--- config.mk ---
export PLATFORM = sky130hd
export DESIGN_NAME = e2q_cell
export DESIGN_NICKNAME = d
export VERILOG_FILES = /design/src/e2q_pkg.sv /design/src/e2q_cell.sv
export SDC_FILE = /design/constraint.sdc
export NUM_CORES = 1
export LEC_CHECK = 0
export BUFFER_PORTS_ARGS = -buffer_cell sky130_fd_sc_hd__buf_2
export CAP_MARGIN = 20
export CORE_MARGIN = 3
export CORE_UTILIZATION = 60
export DETAILED_ROUTE_END_ITERATION = 8
export GPL_ROUTABILITY_DRIVEN = 0
export GPL_TIMING_DRIVEN = 0
export PLACE_DENSITY = 0.87
export SKIP_LAST_GASP = 1
export SYNTH_ARGS = -nofsm -noshare
export SYNTH_HDL_FRONTEND = slang
export SYNTH_SLANG_ARGS = --single-unit
--- constraint.sdc ---
create_clock -name i_clk -period 4.4 [get_ports i_clk]
set_clock_uncertainty 0.15 [all_clocks]
set_input_delay 0.44 -clock i_clk [delete_from_list [all_inputs] [get_ports i_clk]]
set_output_delay 0.44 -clock i_clk [all_outputs]
set_load 0.05 [all_outputs]
--- src/e2q_pkg.sv ---
package e2q_pkg;

    localparam int ATAN_ENTRIES        = 24;
    localparam int CORDIC_STAGES_DEF   = 16;
    localparam int ANGLE_LIMIT         = 23040;
    localparam int CORDIC_GAIN_Q30     = 652032874;
    localparam int POS_W               = 32;
    localparam int ANG_W               = 16;
    localparam int CW                  = 32;
    localparam int Q15_W               = 16;

    typedef struct packed {
        logic signed [Q15_W-1:0] w;
        logic signed [Q15_W-1:0] x;
        logic signed [Q15_W-1:0] y;
        logic signed [Q15_W-1:0] z;
    } t_quat;

    // atan(2^-i) in degrees, 2^-23 degree units
    function automatic logic signed [CW-1:0] atan_q23(input int idx);
        logic signed [CW-1:0] v;
        case (idx)
            0:  v = 32'sd377487360;
            1:  v = 32'sd222843801;
            2:  v = 32'sd117744544;
            3:  v = 32'sd59768969;
            4:  v = 32'sd30000467;
            5:  v = 32'sd15014858;
            6:  v = 32'sd7509261;
            7:  v = 32'sd3754860;
            8:  v = 32'sd1877459;
            9:  v = 32'sd938733;
            10: v = 32'sd469367;
            11: v = 32'sd234683;
            12: v = 32'sd117342;
            13: v = 32'sd58671;
            14: v = 32'sd29335;
            15: v = 32'sd14668;
            16: v = 32'sd7334;
            17: v = 32'sd3667;
            18: v = 32'sd1833;
            19: v = 32'sd917;
            20: v = 32'sd458;
            21: v = 32'sd229;
            22: v = 32'sd115;
            23: v = 32'sd57;
            default: v = '0;
        endcase
        return v;
    endfunction

    // q2.30 product back to q2.30, halves round up
    function automatic logic signed [CW-1:0] rnd30(input logic signed [2*CW-1:0] p);
        logic signed [2*CW-1:0] t;
        t = (p + 64'sd536870912) >>> 30;
        return t[CW-1:0];
    endfunction

    // sum of two q2.30 terms to saturated q1.15
    function automatic logic signed [Q15_W-1:0] to_q15(input logic signed [CW:0] v);
        logic signed [CW:0] t;
        logic signed [Q15_W-1:0] q;
        t = (v + 33'sd16384) >>> 15;
        if (t > 33'sd32767) begin
            q = 16'sh7fff;
        end else if (t < -33'sd32768) begin
            q = 16'sh8000;
        end else begin
            q = t[Q15_W-1:0];
        end
        return q;
    endfunction

endpackage

--- src/e2q_cell.sv ---
module e2q_cell #(
    parameter int STAGE = 0
) (
    input  logic                          i_clk,
    input  logic                          i_en,
    input  logic signed [e2q_pkg::CW-1:0] i_x,
    input  logic signed [e2q_pkg::CW-1:0] i_y,
    input  logic signed [e2q_pkg::CW-1:0] i_r,
    output logic signed [e2q_pkg::CW-1:0] o_x,
    output logic signed [e2q_pkg::CW-1:0] o_y,
    output logic signed [e2q_pkg::CW-1:0] o_r
);
    import e2q_pkg::*;

    localparam logic signed [CW-1:0] ATAN = atan_q23(STAGE);

    logic signed [CW-1:0] r_x, r_y, r_r;
    logic signed [CW-1:0] n_x, n_y, n_r;
    logic signed [CW-1:0] w_dx, w_dy;

    always_comb begin
        w_dx = i_y >>> STAGE;
        w_dy = i_x >>> STAGE;
        if (!i_r[CW-1]) begin
            n_x = i_x - w_dx;
            n_y = i_y + w_dy;
            n_r = i_r - ATAN;
        end else begin
            n_x = i_x + w_dx;
            n_y = i_y - w_dy;
            n_r = i_r + ATAN;
        end
    end

    always_ff @(posedge i_clk) begin
        if (i_en) begin
            r_x <= n_x;
            r_y <= n_y;
            r_r <= n_r;
        end
    end

    assign o_x = r_x;
    assign o_y = r_y;
    assign o_r = r_r;

endmodule

==> results.cfg <==
[global_routing]
grt_pass1_wl_mm = 40.7
grt.overflow.total = 0
grt_pass1_vias = 7833
antenna_found_initial = 0
grtUsageTotal = 0.320
grt_max_degree = 79

[yosys]
yosys_most_used_dff = edfxtp_1
synth_nets = 1170
synth_edf_count = 95
synthTopCellsByArea = edfxtp_1 (33%), ha_1 (16%), a21oi_1 (6.6%)
synth-seq-cells = 95
synthMuxAreaShare = 0.0176
synth-simple-area-share = 0.120
synthCells = 960
yosysTopAreaCell = edfxtp_1
ys_types = 78
synth.top_cell.area_share = 0.329
synth_fa_ha_area_frac = 0.164
yosys_warnings = 0
synth_area_um2 = 8660
ys_seq_area_frac = 0.329
yosys.area_share.xor_xnor = 0.0688
synth_compound_area_frac = 0.236
synth_top_family_by_area = compound AO/OA/AOI/OAI gates
avgSynthCellArea_um2 = 9.02
async_flop_share = 0

[setup_path]
critPathLaunch = i_r[31]
crit_end = o_r[30]$_DFFE_PP_
crit_cells = 13
cp.arrival_ns = 4.05
critPathKind = in2reg
cpPeakStageDelay_ns = 0.75
endpoint_kind = flop
path_cells = buf_2 > clkbuf_1 > clkinv_1 > clkbuf_1 > clkbuf_1 > ha_1 > a21o_1 > a21oi_1 > o21bai_1 > a21oi_1 > o21bai_1 > a21oi_1 > xnor2_1
path_max_fanout = 14
crit_buf_inv = 5
start_kind = input pin
crit_family = buffers and inverters
crit_slowest_cell = clkbuf_1
cp.required_ns = 4.35

[clock_tree]
clk_pin_slew_ns = 0.06
cts_buffer_depth = 2
ctsResizeCount = 0
cts_made_buffers = 9
cts.htree.levels = 3
ctsHoldBuffers = 0
cts_tree = done
clockRootBuffer = clkbuf_16
cts.sinks = 95
cts_setup_buffers = 0

[floorplanning]
num_rows = 43
io_pins = 194
core_area_um2 = 14000
die_x_um = 126
start_util = 0.619
dieArea_um2 = 15900
die_h_um = 126

[final_layout]
final_cells = 1348
fin_area_um2 = 10200
syn_to_final_growth_pct = 17.4
nNetsFinal = 1375
diodes = 0
fillers = 1076
drive_above_1_share = 0.205

[route]
wirelength_mm = 26.2
wire_per_inst_um = 19.4
vias = 8457
ant_nets = 0
viasPerCell = 6.27
first_iter_violations = 1335
drcViolationCount = 1
firstDrtPassIters = 9

[sta]
finalCritPeriodShare = 0.932
setup_viol = 0
final_hold_viol_count = 0
hold_ws_ns = 0.114
grt_setup_unrepaired = no
setup_tns_ns = 0
relSlewSlack = 0.401
setup_ws_ns = 0.301
post-route-min-period_ns = 4.10
drv_slew = 0
tightest_slew_ns = 0.899
fmaxAchievable_mhz = 244

[run]
max_cap_violations = 0

[pwr]
power.leakage_nw = 4.56
power_density_nw_per_um2 = 353
irDropWorstVdd_mv = 0.226

[placement]
post-place-ws_ns = 0.0557
port-buffer-count = 193
hpwl_mm = 20.4
dp.cells = 1334
dpl-instance-area_um2 = 9880

[min_path]
hold_path.class = in2reg

[status]
violations = design-rule violations
status = finished, violations left
-- area by class of cell --
class	instances	area (um2)	area share
multi-input cells	724	5250	0.516
flip-flops and latches	95	2850	0.281
repair buffers	194	996	0.0980
inverters	99	374	0.0368
clock buffers	9	225	0.0222
well taps	180	225	0.0222
plain buffers	42	181	0.0178
clock inverters	5	60.1	0.00591
-- power breakdown --
part | internal, mW | switching (mW)
registers | 1.17 | 0.0357
logic | 0.451 | 1.14
clock network | 0.437 | 0.349
-- cell usage after synthesis, drive strengths merged (9+ instances only) --
master,count
a211oi,10
a21o,21
a21oi,115
buf,18
clkbuf,24
edfxtp,95
ha,109
inv,93
mux2i,13
nand2,40
nand3,13
nand4,10
nor2,83
nor2b,9
nor3,23
o211ai,9
o21ai,59
o21bai,25
o31ai,11
xnor2,58
xor2,10
-- worst min-delay path by stage --
stage	from	end	slack, ns	cells after the start
2_1_floorplan	i_r[0]	o_r[0]$_DFFE_PP_	0.39	0
3_3_place_gp	i_r[21]	o_r[21]$_DFFE_PP_	0.47	1
3_5_place_dp	i_r[5]	o_r[5]$_DFFE_PP_	0.47	1
4_1_cts	i_r[5]	o_r[5]$_DFFE_PP_	0.10	1
5_1_grt	i_r[11]	o_r[11]$_DFFE_PP_	0.10	1
6_report	i_r[19]	o_r[19]$_DFFE_PP_	0.11	1
-- kinds of logic (layout without fill, tap and decap cells) --
group / after synthesis / count (layout)
buffers and inverters: 141 / 349
multiplexers: 15 / 15
flip-flops: 95 / 95
AO/OA/AOI/OAI: 311 / 311
AND/OR/NAND/NOR: 218 / 218
adder cells (fa/ha/maj): 112 / 112
XOR/XNOR: 68 / 68
-- through the flow --
| stage | total power, mW | util |
|---|---|---|
| 2_1_floorplan | 2.36 | - |
| 3_3_place_gp | 2.74 | 0.704 |
| 3_5_place_dp | 2.78 | 0.706 |
| 4_1_cts | 3.56 | 0.727 |
| 5_1_grt | 3.72 | 0.727 |
| 6_report | 3.58 | 0.727 |
-- layer usage --
metal,vias to the layer above,routed length [um],track usage
li1,3859,-,-
met1,3839,10100,0.430
met2,643,11600,0.510
met3,116,3410,0.0679
met4,0,1120,0.125
met5,-,0,0
-- cell usage in the layout (no fill, tap or decap), types with 11 or more instances in the layout --
cell,Yosys,final
edfxtp_1,95,95
mux2i_1,13,13
a21o_1,21,21
inv_1,92,92
o31ai_1,11,11
xnor2_1,58,58
buf_2,7,199
nor2_1,83,83
o21bai_1,25,25
a21oi_1,114,114
nand3_1,13,13
clkbuf_1,24,24
nand2_1,40,40
nor3_1,23,23
o21ai_0,59,59
ha_1,109,109
-- state kept, by name (all words and copies together) (netlist names) --
register,count
o_y,32
o_x,31
o_r,32
Power figures use the tool's default switching activity.
